[config.mk]
export PLATFORM = sky130hd
export DESIGN_NAME = running_median_filter_top
export DESIGN_NICKNAME = d
export VERILOG_FILES = /design/src/design/rmf_pkg.sv /design/src/design/rmf_cell.sv /design/src/design/running_median_filter_top.sv
export SDC_FILE = /design/constraint.sdc
export NUM_CORES = 1
export LEC_CHECK = 0
export BUFFER_PORTS_ARGS = -buffer_cell sky130_fd_sc_hd__clkbuf_2
export CAP_MARGIN = 20
export CORE_ASPECT_RATIO = 1.5
export CORE_UTILIZATION = 35
export DETAILED_ROUTE_END_ITERATION = 7
export GPL_TIMING_DRIVEN = 0
export PLACE_DENSITY_LB_ADDON = 0.3
export SETUP_SLACK_MARGIN = 0.15
export SLEW_MARGIN = 20
export SYNTH_ARGS = -nofsm -noshare
export SYNTH_HDL_FRONTEND = slang
export SYNTH_SLANG_ARGS = --single-unit
[constraint.sdc]
create_clock -name clk -period 6.9 [get_ports clk]
set_input_delay 0.345 -clock clk [delete_from_list [all_inputs] [get_ports clk]]
set_output_delay 0.345 -clock clk [all_outputs]
set_load 0.05 [all_outputs]
[src/design/rmf_pkg.sv]
// ----------------------------------------------------------------------------
// rmf_pkg
// Shared constants and types of the running median filter.
// ----------------------------------------------------------------------------
`default_nettype none

package rmf_pkg;

  // window depth and sample width
  localparam int WINDOW       = 7;
  localparam int SAMPLE_WIDTH = 16;

  // age of a held sample, 0 for the newest, WINDOW-1 for the oldest
  localparam int AGE_W = (WINDOW > 1) ? $clog2(WINDOW) : 1;
  // number of held samples, 0 up to WINDOW
  localparam int CNT_W = $clog2(WINDOW + 1);

  localparam logic [AGE_W-1:0] AGE_OLDEST = AGE_W'(WINDOW - 1);

  // what a cell shows its neighbors in the current cycle
  typedef struct packed {
    logic                    keep;    // valid and not leaving the window
    logic                    expire;  // holds the oldest sample of a full window
    logic                    down;    // the leaving sample sits above this cell
    logic                    up;      // the new sample goes above this cell
    logic [AGE_W-1:0]        age;
    logic [SAMPLE_WIDTH-1:0] value;
  } cell_link_t;

endpackage

`default_nettype wire

[src/design/rmf_cell.sv]
// ----------------------------------------------------------------------------
// rmf_cell
// One slot of the sorted window: holds a sample and its age, and on each
// accepted word keeps its sample, takes the one of a neighbor, or takes the
// new sample.
// ----------------------------------------------------------------------------
`default_nettype none

module rmf_cell
  import rmf_pkg::*;
(
  input  wire logic                    clk,
  input  wire logic                    rst,
  input  wire logic                    load,
  input  wire logic [SAMPLE_WIDTH-1:0] new_value,
  input  wire logic [SAMPLE_WIDTH-1:0] leave_value,
  input  wire logic                    full,
  input  wire logic                    in_range,
  input  wire cell_link_t              prev_link,
  input  wire cell_link_t              next_link,
  output      cell_link_t              link,
  output      logic                    valid
);

  logic [SAMPLE_WIDTH-1:0] value;
  logic [AGE_W-1:0]        age;

  logic                    take_self;
  logic                    take_prev;
  logic                    take_next;
  logic [SAMPLE_WIDTH-1:0] value_next;
  logic [AGE_W-1:0]        age_next;

  // local compares against the new and the leaving sample
  always_comb begin
    link.value  = value;
    link.age    = age;
    link.expire = valid && full && (age == AGE_OLDEST);
    link.keep   = valid && !link.expire;
    link.up     = !(valid && (value >= new_value));
    link.down   = link.keep && full && (value <= leave_value);
  end

  // pick the source of the next content
  always_comb begin
    take_self = link.keep && (link.down == link.up);
    take_next = next_link.keep && next_link.down && !next_link.up;
    take_prev = prev_link.keep && !prev_link.down && prev_link.up;
    if (take_self) begin
      value_next = value;
      age_next   = age + AGE_W'(1);
    end else if (take_next) begin
      value_next = next_link.value;
      age_next   = next_link.age + AGE_W'(1);
    end else if (take_prev) begin
      value_next = prev_link.value;
      age_next   = prev_link.age + AGE_W'(1);
    end else begin
      value_next = new_value;
      age_next   = '0;
    end
  end

  // slot contents
  always_ff @(posedge clk) begin
    if (load) begin
      value <= value_next;
      age   <= age_next;
    end
  end

  // slot occupancy
  always_ff @(posedge clk) begin
    if (rst) begin
      valid <= 1'b0;
    end else if (load) begin
      valid <= in_range;
    end
  end

endmodule

`default_nettype wire

[src/design/running_median_filter_top.sv]
// ----------------------------------------------------------------------------
// running_median_filter_top
// Running median over the last WINDOW samples, kept as a sorted row of cells.
// ----------------------------------------------------------------------------
// The filter takes one sample word per clock cycle unless its output stalls,
// giving a median word for each in the next cycle. The window is held as a
// row of WINDOW cells sorted from largest to smallest, each with the age of
// its sample; on every accepted word each cell compares its sample with the
// new sample and with the oldest one, and in that same cycle the oldest is
// dropped and the new one slotted in while neighbors shift by one place. A
// zero sample counts as one. While the window is still filling, the median of
// the n held samples is the sample at place floor(n/2) from the top. A median
// word that is not taken holds the sample input until it is.
// ----------------------------------------------------------------------------
`default_nettype none

module running_median_filter_top
  import rmf_pkg::*;
(
  input  wire logic                    clk,
  input  wire logic                    rst,
  input  wire logic [SAMPLE_WIDTH-1:0] sample,
  input  wire logic                    sample_valid,
  output      logic                    sample_ready,
  output      logic [SAMPLE_WIDTH-1:0] median,
  output      logic                    median_valid,
  input  wire logic                    median_ready
);

  logic [CNT_W-1:0]        fill;
  logic [CNT_W-1:0]        fill_next;
  logic [CNT_W-1:0]        half;
  logic                    full;
  logic                    load;
  logic [SAMPLE_WIDTH-1:0] new_value;
  logic [SAMPLE_WIDTH-1:0] leave_value;

  cell_link_t              links [WINDOW];
  logic [WINDOW-1:0]       cell_valid;
  logic [WINDOW-1:0]       cell_expire;

  // handshake
  assign sample_ready = !median_valid || median_ready;
  assign load         = sample_valid && sample_ready;

  // zero reads as one
  assign new_value = (sample == '0) ? SAMPLE_WIDTH'(1) : sample;

  // window fill
  assign full      = (fill == CNT_W'(WINDOW));
  assign fill_next = full ? fill : fill + CNT_W'(1);

  always_ff @(posedge clk) begin
    if (rst) begin
      fill <= '0;
    end else if (load) begin
      fill <= fill_next;
    end
  end

  // value of the leaving sample, broadcast to all cells
  always_comb begin
    leave_value = '0;
    for (int i = 0; i < WINDOW; i++) begin
      cell_expire[i] = links[i].expire;
      if (links[i].expire) begin
        leave_value = leave_value | links[i].value;
      end
    end
  end

  // row of cells
  for (genvar j = 0; j < WINDOW; j++) begin : g_cell
    cell_link_t prev_link;
    cell_link_t next_link;
    logic       in_range;

    assign in_range = (CNT_W'(j) < fill_next);

    if (j == 0) begin : g_first
      assign prev_link = '0;
    end else begin : g_inner_prev
      assign prev_link = links[j-1];
    end

    if (j == WINDOW - 1) begin : g_last
      assign next_link = '0;
    end else begin : g_inner_next
      assign next_link = links[j+1];
    end

    rmf_cell u_cell (
      .clk         (clk),
      .rst         (rst),
      .load        (load),
      .new_value   (new_value),
      .leave_value (leave_value),
      .full        (full),
      .in_range    (in_range),
      .prev_link   (prev_link),
      .next_link   (next_link),
      .link        (links[j]),
      .valid       (cell_valid[j])
    );
  end

  // median word
  assign half   = fill >> 1;
  assign median = links[half[AGE_W-1:0]].value;

  always_ff @(posedge clk) begin
    if (rst) begin
      median_valid <= 1'b0;
    end else if (load) begin
      median_valid <= 1'b1;
    end else if (median_ready) begin
      median_valid <= 1'b0;
    end
  end

  // checks
  a_count_matches_fill : assert property (@(posedge clk) disable iff (rst)
    $countones(cell_valid) == int'(fill))
    else $error("occupied cells differ from fill count");

  a_one_oldest_when_full : assert property (@(posedge clk) disable iff (rst)
    full |-> $onehot(cell_expire))
    else $error("full window without exactly one oldest sample");

  a_median_after_load : assert property (@(posedge clk) disable iff (rst)
    load |=> median_valid)
    else $error("accepted sample gave no median word");

  for (genvar j = 0; j < WINDOW - 1; j++) begin : g_chk
    a_sorted : assert property (@(posedge clk) disable iff (rst)
      cell_valid[j+1] |-> (cell_valid[j] && (links[j].value >= links[j+1].value)))
      else $error("cell row out of order");
  end

endmodule

`default_nettype wire

# After elaboration in Yosys (flattened, before gate mapping)
# Index checks and enable logic that the tools add are counted.
# Widths: inputs -> output; s select.
dict set report word_totals {
  reg_bits 144
  inputBits 20
  out_inout_bits 18
  word_cells 232
}
dict set report classes {
  addsub 8
  n_lt_le_gt_ge 22
  n_eq_ne 15
  n_mux 45
  bitwise_logic 14
  reduce_logical 105
}
# operator n
set ops {}
lappend ops {{$mux 16} 22}
lappend ops {{$ge 16x16->1} 7}
lappend ops {{$le 16x16->1} 7}
lappend ops {{$or 16x16->16} 6}
lappend ops {{$logic_and 1x1->1} 74}
lappend ops {{$bmux 23 s3} 1}
lappend ops {{$mux 3} 20}
lappend ops {{$add 3x1->3 const B} 8}
lappend ops {{$eq 3x3->1 const B} 8}
lappend ops {{$logic_not 1->1} 21}
lappend ops {{$logic_not 16->1} 1}
lappend ops {{$reduce_and 2->1} 7}
lappend ops {{$lt 3x3->1 const A} 3}
lappend ops {{$eq 1x1->1} 7}
lappend ops {{$not 1->1} 7}
lappend ops {{$lt 1x3->1 const A} 2}
lappend ops {{$lt 2x3->1 const A} 2}
lappend ops {{$ge 4x4->1 const B} 1}
lappend ops {{$not 2->4} 1}
lappend ops {{$mux 1} 2}
lappend ops {{$reduce_bool 2->1} 1}
lappend ops {{$logic_or 1x1->1} 1}

# Longest topological paths before layout
# Gate-level depths: netlist of the first run.
dict set report depth {
  word_depth 24
  depth_mapped 20
}

# Modules after synthesis
# Synthesis of the first run repeated with hierarchy kept, for this count alone.
dict set report unflattened {
  hier_cells 1650
  area_unflattened_um2 14950.6
}
# mod n_inst cells_per_inst area_per_inst_um2
set by_module_without_submodules {}
lappend by_module_without_submodules {rmf_cell 7 215 1953.1}
lappend by_module_without_submodules {running_median_filter_top 1 145 1278.7}

# Worst setup path before layout of the first run
# OpenSTA, ideal clock, no wires.
dict set report synth_timing {
  kind {reg-to-reg}
  startpoint {reg fill[0]}
  endpoint {reg g_cell[1].u_cell.value[0], enable pin}
  setup_time_ns 0.388
  arrival_time_ns 4.558
  path_slack_ns 1.954
  path_stages_with_launch 17
  n_path_buf 3
  cell_sequence {dfxtp_1 ha_1 buf_4 and2_4 buf_2 nand2_1 nor2_1 clkbuf_1 a22oi_1 and3_1 ha_1 nand4_1 or4_4 o41ai_4 xnor2_1 nor2_4 nor2_1}
}
dict set report synth_via {
  elab_chain_cells 22
  word_cells_on_any_way 37
  classes_between {order compare (1); eq/ne (2); mux (7); bitwise (7); reduce/logical (20)}
}
# item line_no
set synth_rtl {}
lappend synth_rtl {{start, declared} running_median_filter_top.sv:30} ;# logic [CNT_W-1:0] fill;
lappend synth_rtl {{start signal, assigned} running_median_filter_top.sv:57} ;# fill <= fill_next;
lappend synth_rtl {{$eq 3x3->1 (*)} running_median_filter_top.sv:50} ;# assign full = (fill == CNT_W'(WINDOW));
lappend synth_rtl {{$logic_and 1x1->1 (2 in a row)} rmf_cell.sv:38} ;# link.expire = valid && full && (age == AGE_OLDEST);
lappend synth_rtl {{$mux 16} running_median_filter_top.sv:66} ;# if (links[i].expire) begin
lappend synth_rtl {{$or 16x16->16} running_median_filter_top.sv:67} ;# leave_value = leave_value | links[i].value;
lappend synth_rtl {{$mux 16} running_median_filter_top.sv:66}
lappend synth_rtl {{$or 16x16->16} running_median_filter_top.sv:67}
lappend synth_rtl {{$mux 16} running_median_filter_top.sv:66}
lappend synth_rtl {{$or 16x16->16} running_median_filter_top.sv:67}
lappend synth_rtl {{(+5 left out)} --}
lappend synth_rtl {{$or 16x16->16} running_median_filter_top.sv:67}
lappend synth_rtl {{$mux 16} running_median_filter_top.sv:66}
lappend synth_rtl {{$le 16x16->1} rmf_cell.sv:41} ;# link.down = link.keep && full && (value <= leave_value);
lappend synth_rtl {{$logic_and 1x1->1} rmf_cell.sv:41}
lappend synth_rtl {{$eq 1x1->1} rmf_cell.sv:46} ;# take_self = link.keep && (link.down == link.up);
lappend synth_rtl {{$logic_and 1x1->1 (*)} rmf_cell.sv:46}
lappend synth_rtl {{$not 1->1 (no line) (*)} --}
lappend synth_rtl {{$reduce_and 2->1 (no line) (*)} --}
lappend synth_rtl {{end signal, assigned} rmf_cell.sv:67} ;# value <= value_next;
lappend synth_rtl {{end, declared} rmf_cell.sv:25} ;# logic [SAMPLE_WIDTH-1:0] value;
# Every way passes the cells marked *; elsewhere a longest branch is shown, timed or not.
# A chain may end at the register's enable or synchronous reset.

# Worst setup path after layout of the first run
dict set report layout_timing {
  startpoint {reg fill[0]}
  endpoint {reg g_cell[1].u_cell.value[9], data pin}
}
dict set report layout_via {
  elab_chain_cells 23
  word_cells_on_any_way 45
  classes_between {order compare (2); eq/ne (1); mux (9); bitwise (6); reduce/logical (27)}
}
# item line_no
set layout_rtl {}
lappend layout_rtl {{$eq 3x3->1 (*)} running_median_filter_top.sv:50}
lappend layout_rtl {{$logic_and 1x1->1 (2 in a row)} rmf_cell.sv:38}
lappend layout_rtl {{$mux 16} running_median_filter_top.sv:66}
lappend layout_rtl {{$or 16x16->16} running_median_filter_top.sv:67}
lappend layout_rtl {{$mux 16} running_median_filter_top.sv:66}
lappend layout_rtl {{$or 16x16->16} running_median_filter_top.sv:67}
lappend layout_rtl {{$mux 16} running_median_filter_top.sv:66}
lappend layout_rtl {{$or 16x16->16} running_median_filter_top.sv:67}
lappend layout_rtl {{(+5 left out)} --}
lappend layout_rtl {{$or 16x16->16} running_median_filter_top.sv:67}
lappend layout_rtl {{$mux 16} running_median_filter_top.sv:66}
lappend layout_rtl {{$le 16x16->1} rmf_cell.sv:41}
lappend layout_rtl {{$logic_and 1x1->1} rmf_cell.sv:41}
lappend layout_rtl {{$logic_not 1->1} rmf_cell.sv:48} ;# take_prev = prev_link.keep && !prev_link.down && prev_link.up;
lappend layout_rtl {{$logic_and 1x1->1 (2 in a row)} rmf_cell.sv:48}
lappend layout_rtl {{$mux 16} rmf_cell.sv:55} ;# end else if (take_prev) begin
lappend layout_rtl {{$mux 16 (*)} rmf_cell.sv:52} ;# end else if (take_next) begin
# Marks and branches as above.

==> impl_metrics.toml, run 1 <==
[routing]
drtIter0Drc = 1047
avgRoutedWirePerCell_um = 26.4
vias = 11700
drt.antenna.violating_nets = 0
drt_first_pass_iters = 8
drc_errors = 8
vias_per_cell = 6.14
drt-total-wl_mm = 50.0

[synthesis]
synth_compound_area_share_pct = 17.1
synth_fa_ha_area_share_pct = 22.5
seq_area_frac_synth_pct = 31.6
yosys_warnings = 0
synthArstFlopShare_pct = 0
synth_top_family_by_area = "adder cells"
netlist.area_leader.share_pct = 30.1
synth_simple_gate_area_share_pct = 13.2
syn_area_mm2 = 0.0133
syn_inst = 1343
synthTopCellsByCount = "ha_1, edfxtp_1, nand2_1, a21oi_1, o21ai_0"
synth-xor-area-share_pct = 0.924
synthMuxAreaShare_pct = 11.6
synth_cell_types = 70
synth_top_area_cell = "edfxtp_1"
syn_nets = 1602
synth.area.top_cells = "edfxtp_1, ha_1, mux2i_1, a21oi_1, o21ai_0"
synth_edf_count = 133
ys.flop_type = "edfxtp_1"
syn_avg_cell_area_um2 = 9.88
synth-seq-cells = 143
synthMostInstantiatedCell = "ha_1"

[clock_network]
clk_latency_ns = 0.47
cts_tree = "yes"
clockBufferDepth = 2
cts_hold_buf = 0
cts_buffers = 17
path_clk_slew_ns = 0.07
cts_sinks = 143
h-tree-depth = 4
cts-root-buf = "clkbuf_16"

[sta]
final_max_slew_viol_count = 0
max_freq_mhz = 155
fin_crit_ns = 6.45
rsz0062_at_grt = "no"
setup_viol = 0
setup_ws_ns = 0.455
finalHoldViolations = 0
fin_crit_sh_pct = 93.4
worst_pin_slew_ns = 1.07
final.setup.tns_ns = 0
slew-limit-headroom_pct = 28.6
fin_worst_skew_ns = 0.0126

[global_route]
grt_overflow = 0
grt_pass1_wl_mm = 73.3
grt_max_degree = 31
antenna_found_initial = 1
grtUsageTotal_pct = 26.2
grt_pass1_vias = 11500

[place]
gp_congestion = 0.951
io_buffers = 30
dp_slack_ns = 0.496
detailedPlacementHpwl_mm = 40.5

[pwr]
leakagePower_uw = 0.00577
power.total_uw = 2730
p_per_area_mw_per_mm2 = 185
vdd_drop_max_v = 0.000146

[worst_setup_path]
critPathArrivalTime_ns = 6.63
cp_slowest_cell = "a31oi_1"
crit_type = "reg2reg"
crit_top_cell = "clkbuf_1"
cp.required_ns = 7.09
crit_chain = "ha_1 -> buf_4 -> and2_4 -> buf_2 -> nand2_1 -> nor2_1 -> clkbuf_1 -> a222oi_1 -> and3_1 -> ha_1 -> nand4_1 -> nor4_1 -> o21ai_0 -> a31oi_1 -> or2_2 -> clkbuf_1 -> clkbuf_1 -> a21oi_1"
endpoint_kind = "flop"
worstPathMaxFanout = 10
rr_worst_depth = 18
cp-start-kind = "flop"
slowest_delay_ns = 0.59

[floorplan]
io_pins = 38
initial_core_util_pct = 35.4
dieArea_mm2 = 0.0387
die_x_um = 161
die_h_um = 241
rows = 87
core_area_mm2 = 0.0374

[layout]
layout.nets = 1654
area_growth_pct = 10.8
antenna_cells = 0
drive_above_1_share_pct = 9.87

[outcome]
violations = "design-rule violations"
outcome = "complete, but fails checks"

[min_path]
whs_path_depth = 3
min_path_type = "in2reg"

[run]
maxCapViolations = 0
==> kinds of logic (layout without fill, tap and decap cells) <==
logic type | after synthesis | in the layout
compound gates | 360 | 360
simple gates | 356 | 356
fa+ha+maj | 239 | 239
flops | 143 | 143
mux | 132 | 132
buf+inv | 99 | 164
xor+xnor | 14 | 14
==> stage by stage <==
step | util (%) | std cells | cell area [µm²] | hold WS [ns]
4_1_cts | 39.2 | 1896 | 14700 | 0.0962
3_5_place_dp | 37.6 | 1864 | 14100 | 0.526
5_1_grt | 39.3 | 1897 | 14700 | 0.121
6_report | 39.3 | 1897 | 14700 | 0.105
3_3_place_gp | 37.5 | 1862 | 14000 | 0.512
2_1_floorplan | - | 1343 | 13300 | 0.474
==> layer usage <==
metal / global-route usage (%) / routed length (µm) / vias to the layer above / part of all wire [%]
met2: 46.1 / 24900 / 497 / 50
met1: 27.8 / 18400 / 5624 / 37
met4: 21.0 / 4210 / 2 / 8.4
li1: - / - / 5339 / -
met5: 0 / 18 / - / 0.036
met3: 3.83 / 2520 / 193 / 5.0
==> cell type report <==
cell class                 instances  area (µm²)
inverter                          45         169
buffer                            54         238
fill                            3811       22700
tap                              489         612
clock buffer                      19         433
sequential                       143        4190
timing repair buffer              33         191
clock inverter                    13         166
multi-input combinational       1101        8700
==> critical path, delay by kind of cell, from the launching register on <==
kind | cells | cell delay, ns
simple gates | 7 | 2.10
buf+inv | 5 | 1.88
compound gates | 4 | 1.08
fa+ha+maj | 2 | 0.57
flops | 1 | 0.50
==> placed cells by master (no fill, tap or decap), types with 12 or more instances in the layout <==
| cell type | count |
|---|---|
| ha_1 | 239 |
| edfxtp_1 | 133 |
| nand2_1 | 121 |
| a21oi_1 | 109 |
| o21ai_0 | 101 |
| mux2i_1 | 97 |
| nor2_1 | 81 |
| inv_1 | 44 |
| a22oi_1 | 39 |
| clkbuf_1 | 38 |
| clkbuf_2 | 30 |
| nand4_1 | 27 |
| and3_1 | 24 |
| a21o_1 | 23 |
| nand3_1 | 19 |
| mux2_2 | 18 |
| clkbuf_16 | 17 |
| a222oi_1 | 16 |
| mux4_2 | 16 |
| nor3_1 | 12 |
==> where the power goes <==
part / total [µW] / internal [µW] / switching [µW]
combinational: 581 / 225 / 356
clock: 977 / 568 / 409
sequential: 1170 / 1030 / 133
==> path summary, 6_finish.rpt <==
check | start | to | slack [ns]
worst max-delay path | fill[0]$_SDFFE_PP0P_ | g_cell[1].u_cell.value[9]$_DFFE_PP_ | 0.45
worst min-delay path | sample_valid | median_valid$_SDFFE_PP0P_ | 0.11
worst max register to register | fill[0]$_SDFFE_PP0P_ | g_cell[1].u_cell.value[9]$_DFFE_PP_ | 0.45
worst min register to register | median_valid$_SDFFE_PP0P_ | median_valid$_SDFFE_PP0P_ | 0.53
==> timing repair <==
item                       CTS  global route
setup endpoints to repair    0            42
setup buffers                0             0
resized for setup            0             3
==> sequential cells by signal (all words and copies together) (netlist names) <==
register / count
fill: 3
g_cell.u_cell.age: 21
median_valid: 1
g_cell.u_cell.value: 112
g_cell.u_cell.valid: 6
No activity file was read; power rests on OpenSTA's default activity.
==> run 2: changes to the inputs <==
--- a/config.mk
+++ b/config.mk
@@ -16,4 +16,5 @@
 export SLEW_MARGIN = 20
 export SYNTH_ARGS = -nofsm -noshare
 export SYNTH_HDL_FRONTEND = slang
+export SYNTH_HIERARCHICAL = 1
 export SYNTH_SLANG_ARGS = --single-unit
==> impl_metrics.toml, run 2 <==
[outcome]
outcome = "completed"

[floorplan]
core_area_mm2 = 0.0421
die_h_um = 255
io_pins = 38
die_x_um = 171
initial_core_util_pct = 35.5
rows = 92
dieArea_mm2 = 0.0436

[sta]
worst_pin_slew_ns = 1.17
finalHoldViolations = 0
slew-limit-headroom_pct = 21.7
rsz0062_at_grt = "no"
final.setup.tns_ns = 0
fin_crit_sh_pct = 93.1
fin_crit_ns = 6.42
setup_viol = 0
final_max_slew_viol_count = 0
max_freq_mhz = 156
fin_worst_skew_ns = 0.0136

[clock_network]
cts_resized = 0
clk_latency_ns = 0.46
cts_sinks = 144
path_clk_slew_ns = 0.07
cts_hold_buf = 0
clockBufferDepth = 2
cts_setup_buffers = 0
h-tree-depth = 4
cts-root-buf = "clkbuf_16"
cts_buffers = 17
cts_tree = "yes"

[worst_setup_path]
r2r-start = "fill[0]$_SDFFE_PP0P_"
endpoint_kind = "flop"
cp.required_ns = 7.07
crit_type = "reg2reg"
critPathArrivalTime_ns = 6.59
worstPathMaxFanout = 16
rr_worst_depth = 18
cp-startpoint = "fill[0]$_SDFFE_PP0P_"
cp-start-kind = "flop"

[routing]
drt_first_pass_iters = 6
drtIter0Drc = 988
vias = 13100
drt.antenna.violating_nets = 0
drt-total-wl_mm = 53.1
vias_per_cell = 5.62
avgRoutedWirePerCell_um = 22.7
drc_errors = 0

[layout]
area_growth_pct = 11.9
biggestRegsByFlops = "g_cell.u_cell/value (112), g_cell.u_cell/age (21), g_cell.u_cell/valid (7)"
final_cell_mix = "inv_1, ha_1, nand2_1"
layout.nets = 2031
final_common_cell = "inv_1"
fillers = 4268
largest_reg_flops = 112
top_register = "g_cell.u_cell/value"
final_core_util_pct = 39.7
drive_above_1_share_pct = 8.87
antenna_cells = 0

[synthesis]
synthArstFlopShare_pct = 0
synth.area.top_cells = "edfxtp_1, ha_1, mux2i_1, inv_1, o21ai_0"
synth_simple_gate_area_share_pct = 12.1
synth_top_area_cell = "edfxtp_1"
syn_area_mm2 = 0.0150
synth_edf_count = 133
ys.flop_type = "edfxtp_1"
synthMostInstantiatedCell = "inv_1"
synth-seq-cells = 144
synth_compound_area_share_pct = 16.3
synth-xor-area-share_pct = 1.29
synth_cell_types = 45
synth_top_family_by_area = "adder cells"
syn_avg_cell_area_um2 = 9.06
seq_area_frac_synth_pct = 28.2
synthTopCellsByCount = "inv_1, ha_1, nand2_1, o21ai_0, mux2i_1"
yosys_warnings = 6
synthMuxAreaShare_pct = 12.7
netlist.area_leader.share_pct = 26.7
syn_inst = 1650
synth_fa_ha_area_share_pct = 21.2

[pwr]
internal_power_uw = 1830
clkPwrFrac_pct = 34.9
vdd_drop_max_v = 0.000173
p_per_area_mw_per_mm2 = 166
seqPwrFrac_pct = 42.0
p_sw_share_pct = 34.4
comb_power_share_pct = 23.1
p_switching_uw = 958
leakagePower_uw = 0.00741

[global_route]
antenna_found_initial = 0
grt_pass1_vias = 13200
grt_pass1_wl_mm = 78.7
grt_max_degree = 21
grtUsageTotal_pct = 24.8
grt_overflow = 0

[place]
io_buffers = 37
detailedPlacementHpwl_mm = 42.3
gp_congestion = 1.01

[min_path]
hold_path.startpoint = "sample_valid"
min_path_type = "in2reg"
whs_path_depth = 3

[run]
maxCapViolations = 0
run 2: changes by cell type in the layout (fill, tap and decap cells not counted), moves of 38 or more:
cell / change
inv_1: +210
nand2_1: +70
o21ai_0: +53
conb_1: +46
mux2i_1: +46
a21oi_1: -38
run 2: worst paths after layout:
kind,endpoint,slack [ns]
max,g_cell[3].u_cell/value[10]$_DFFE_PP_,0.48
min,fill[2]$_SDFFE_PP0P_,0.18
max reg2reg,g_cell[3].u_cell/value[10]$_DFFE_PP_,0.48
min reg2reg,g_cell[4].u_cell/valid$_SDFFE_PP0P_,0.58
run 2: worst max-delay path, stage by stage, from the launching register on:
cell and delay [ns]:
dfxtp_1 0.41, ha_1 0.26, and2_4 0.33, nand3_1 0.18, nor2_1 0.81, buf_2 0.43
a22oi_1 0.14, nand3_1 0.30, inv_1 0.09, ha_1 0.33, and4_1 0.25, a221oi_1 0.67
o221ai_2 0.24, o31ai_2 0.15, nand3b_1 0.18, clkbuf_1 0.50, buf_2 0.49, mux2i_1 0.24
o21ai_0 0.11
run 2: kinds of logic (layout without fill, tap and decap cells):
family,after synthesis,after routing
other,1,46
xor gates and xnor gates,22,22
DFF,144,144
and+or+nand+nor,385,385
muxes,167,167
adders and majority gates,253,253
AOI/OAI and AO/OA,360,360
buffers and inverters,318,394
run 2: through the flow:
| step | area, µm² | cells | setup WS, ns | hold WS [ns] | total power [µW] |
|---|---|---|---|---|---|
| floorplan | 15100 | 1695 | 2.43 | 0.414 | 1570 |
| global placement | 16000 | 2296 | 0.633 | 0.560 | 1790 |
| detailed placement | 16100 | 2303 | 0.731 | 0.581 | 1820 |
| CTS | 16700 | 2335 | 0.709 | 0.161 | 2790 |
| global route | 16700 | 2335 | 0.269 | 0.202 | 2900 |
| finish | 16700 | 2335 | 0.478 | 0.175 | 2780 |
run 2: per-layer routing:
metal	up-vias	GRT usage (%)	share of wire (%)	wire [µm]
met5	-	0	0	0
met4	0	20.2	8.3	4400
met3	196	2.88	4.7	2520
met2	509	45.6	51	27300
met1	6288	25.2	36	18900
li1	6130	-	-	-
run 2: layout make-up:
class | instances | area, µm² | area share (%)
multi-input combinational | 1233 | 9700 | 58.0
tap | 564 | 706 | 4.22
sequential | 144 | 4210 | 25.2
clock buffer | 21 | 514 | 3.07
clock inverter | 11 | 86.3 | 0.516
buffer | 64 | 275 | 1.65
inverter | 254 | 953 | 5.70
timing repair buffer | 44 | 280 | 1.68
run 2: power by group through the flow:
stage	registers [µW]	logic [µW]	clock network, µW
after floorplan	1110	455	0
after global placement	1180	601	0
after detailed placement	1180	633	0
after CTS	1160	636	989
after global routing	1170	708	1020
final	1170	643	972
==> run 3: changes to the inputs <==
==> constraint.sdc (replaced) <==
create_clock -name clk -period 6.03 [get_ports clk]
set_input_delay 0.3015 -clock clk [delete_from_list [all_inputs] [get_ports clk]]
set_output_delay 0.3015 -clock clk [all_outputs]
set_load 0.05 [all_outputs]
==> impl_metrics.toml, run 3 (synthesized netlist as in run 2, its figures left out) <==
[place]
dp_cells = 2303
detailedPlacementHpwl_mm = 42.3
io_buffers = 37
gp_congestion = 1.01

[pwr]
p_per_area_mw_per_mm2 = 190
leakagePower_uw = 0.00747
vdd_drop_max_v = 0.000197

[routing]
drtIter0Drc = 955
vias_per_cell = 5.62
vias = 13100
drt.antenna.violating_nets = 0
drc_errors = 3
drt-total-wl_mm = 53.0
drt_first_pass_iters = 8
avgRoutedWirePerCell_um = 22.7

[floorplan]
rows = 92
initial_core_util_pct = 35.5
io_pins = 38
core_area_mm2 = 0.0421
die_x_um = 171
die_h_um = 255
dieArea_mm2 = 0.0436

[clock_network]
cts-root-buf = "clkbuf_16"
h-tree-depth = 4
cts_buffers = 17
path_clk_slew_ns = 0.07
cts_sinks = 144
cts_tree = "yes"
clockBufferDepth = 2
cts_setup_buffers = 0
clk_latency_ns = 0.46

[layout]
top_register = "g_cell.u_cell/value"
drive_above_1_share_pct = 10.6
final_cell_mix = "inv_1, ha_1, nand2_1"
area_growth_pct = 12.4
largest_reg_flops = 112
final_common_cell = "inv_1"
final_cells = 2335
biggestRegsByFlops = "g_cell.u_cell/value (112), g_cell.u_cell/age (21), g_cell.u_cell/valid (7)"
antenna_cells = 0
layout.nets = 2031

[worst_setup_path]
cp_slowest_cell = "or4b_4"
endpoint_kind = "flop"
cp.required_ns = 6.21
critPathArrivalTime_ns = 5.89
crit_type = "reg2reg"
worstPathMaxFanout = 16
cp-start-kind = "flop"
slowest_delay_ns = 0.58
crit_chain = "ha_1 -> and2_4 -> nand3_1 -> nor2_1 -> clkbuf_1 -> buf_2 -> a22oi_1 -> nand3_1 -> inv_1 -> ha_1 -> nand4_1 -> or4b_4 -> o31ai_2 -> nand3b_1 -> clkbuf_2 -> buf_2 -> mux2i_1 -> o21ai_0"

[sta]
finalHoldViolations = 0
slew-limit-headroom_pct = 22.7
final_max_slew_viol_count = 0
fin_crit_sh_pct = 94.6
worst_pin_slew_ns = 1.16
whs_ns = 0.135
setup_viol = 0
max_freq_mhz = 175
fin_crit_ns = 5.71
rsz0062_at_grt = "no"
fin_worst_skew_ns = 0.0155

[global_route]
grtUsageTotal_pct = 24.9
grt_overflow = 0
antenna_found_initial = 0
grt_max_degree = 21
grt_pass1_wl_mm = 78.7
grt_pass1_vias = 13200

[run]
maxCapViolations = 0

[min_path]
min_path_type = "in2reg"

[outcome]
violations = "design-rule violations"
outcome = "complete, but fails checks"
run 3: power breakdown:
group / switching (µW) / internal (µW)
Sequential: 151 / 1180
Clock: 492 / 620
Combinational: 453 / 287
Total: 1100 / 2090
run 3: critical path: cells and delay by family (launching register included):
family,cells,cell delay (ns)
flip-flops,1,0.41
AO/OA/AOI/OAI,3,0.66
adder cells (fa/ha/maj),2,0.57
multiplexers,1,0.23
buffers and inverters,5,1.59
AND/OR/NAND/NOR,7,1.98
run 3: repair_timing:
action	CTS	global route
pin swaps	0	0
hold buffers	0	0
resized for setup	12	33
endpoints found under the setup margin	105	133
run 3: area by class of cell:
cell class / instances / area [µm²]
clock inverter: 11 / 86.3
multi-input combinational: 1233 / 9750
fill: 4271 / 25300
buffer: 64 / 303
tap: 564 / 706
sequential: 144 / 4210
timing repair buffer: 44 / 280
inverter: 254 / 953
clock buffer: 21 / 514
run 3: worst paths after layout:
kind                                                     startpoint                                   end  slack (ns)  depth (start not counted)
worst min register to register  g_cell[4].u_cell/valid$_SDFFE_PP0P_   g_cell[4].u_cell/valid$_SDFFE_PP0P_        0.58                          2
worst max-delay path                           fill[0]$_SDFFE_PP0P_  g_cell[2].u_cell/value[14]$_DFFE_PP_        0.32                         18
worst max register to register                 fill[0]$_SDFFE_PP0P_  g_cell[2].u_cell/value[14]$_DFFE_PP_        0.32                         18
worst min-delay path                                   sample_valid                  fill[2]$_SDFFE_PP0P_        0.13                          3
run 3: routing by layer:
metal | track usage [%] | up-vias | part of all wire, %
met2 | 45.7 | 487 | 52
met4 | 20.1 | 0 | 8.3
li1 | - | 6126 | -
met1 | 25.3 | 6312 | 36
met5 | 0 | - | 0
met3 | 2.85 | 194 | 4.5
run 3: stage by stage:
| stage | util, % | setup TNS, ns | worst slack [ns] | power [µW] | instance area [µm²] |
|---|---|---|---|---|---|
| final | 39.9 | 0 | 0.324 | 3190 | 16800 |
| after global placement | 38.0 | -16.83 | -0.237 | 2040 | 16000 |
| after floorplan | - | 0 | 1.56 | 1790 | 15100 |
| after global routing | 39.9 | 0 | 0.158 | 3320 | 16800 |
| after CTS | 39.8 | 0 | 0.161 | 3190 | 16800 |
| after detailed placement | 38.3 | -3.90 | -0.139 | 2080 | 16100 |
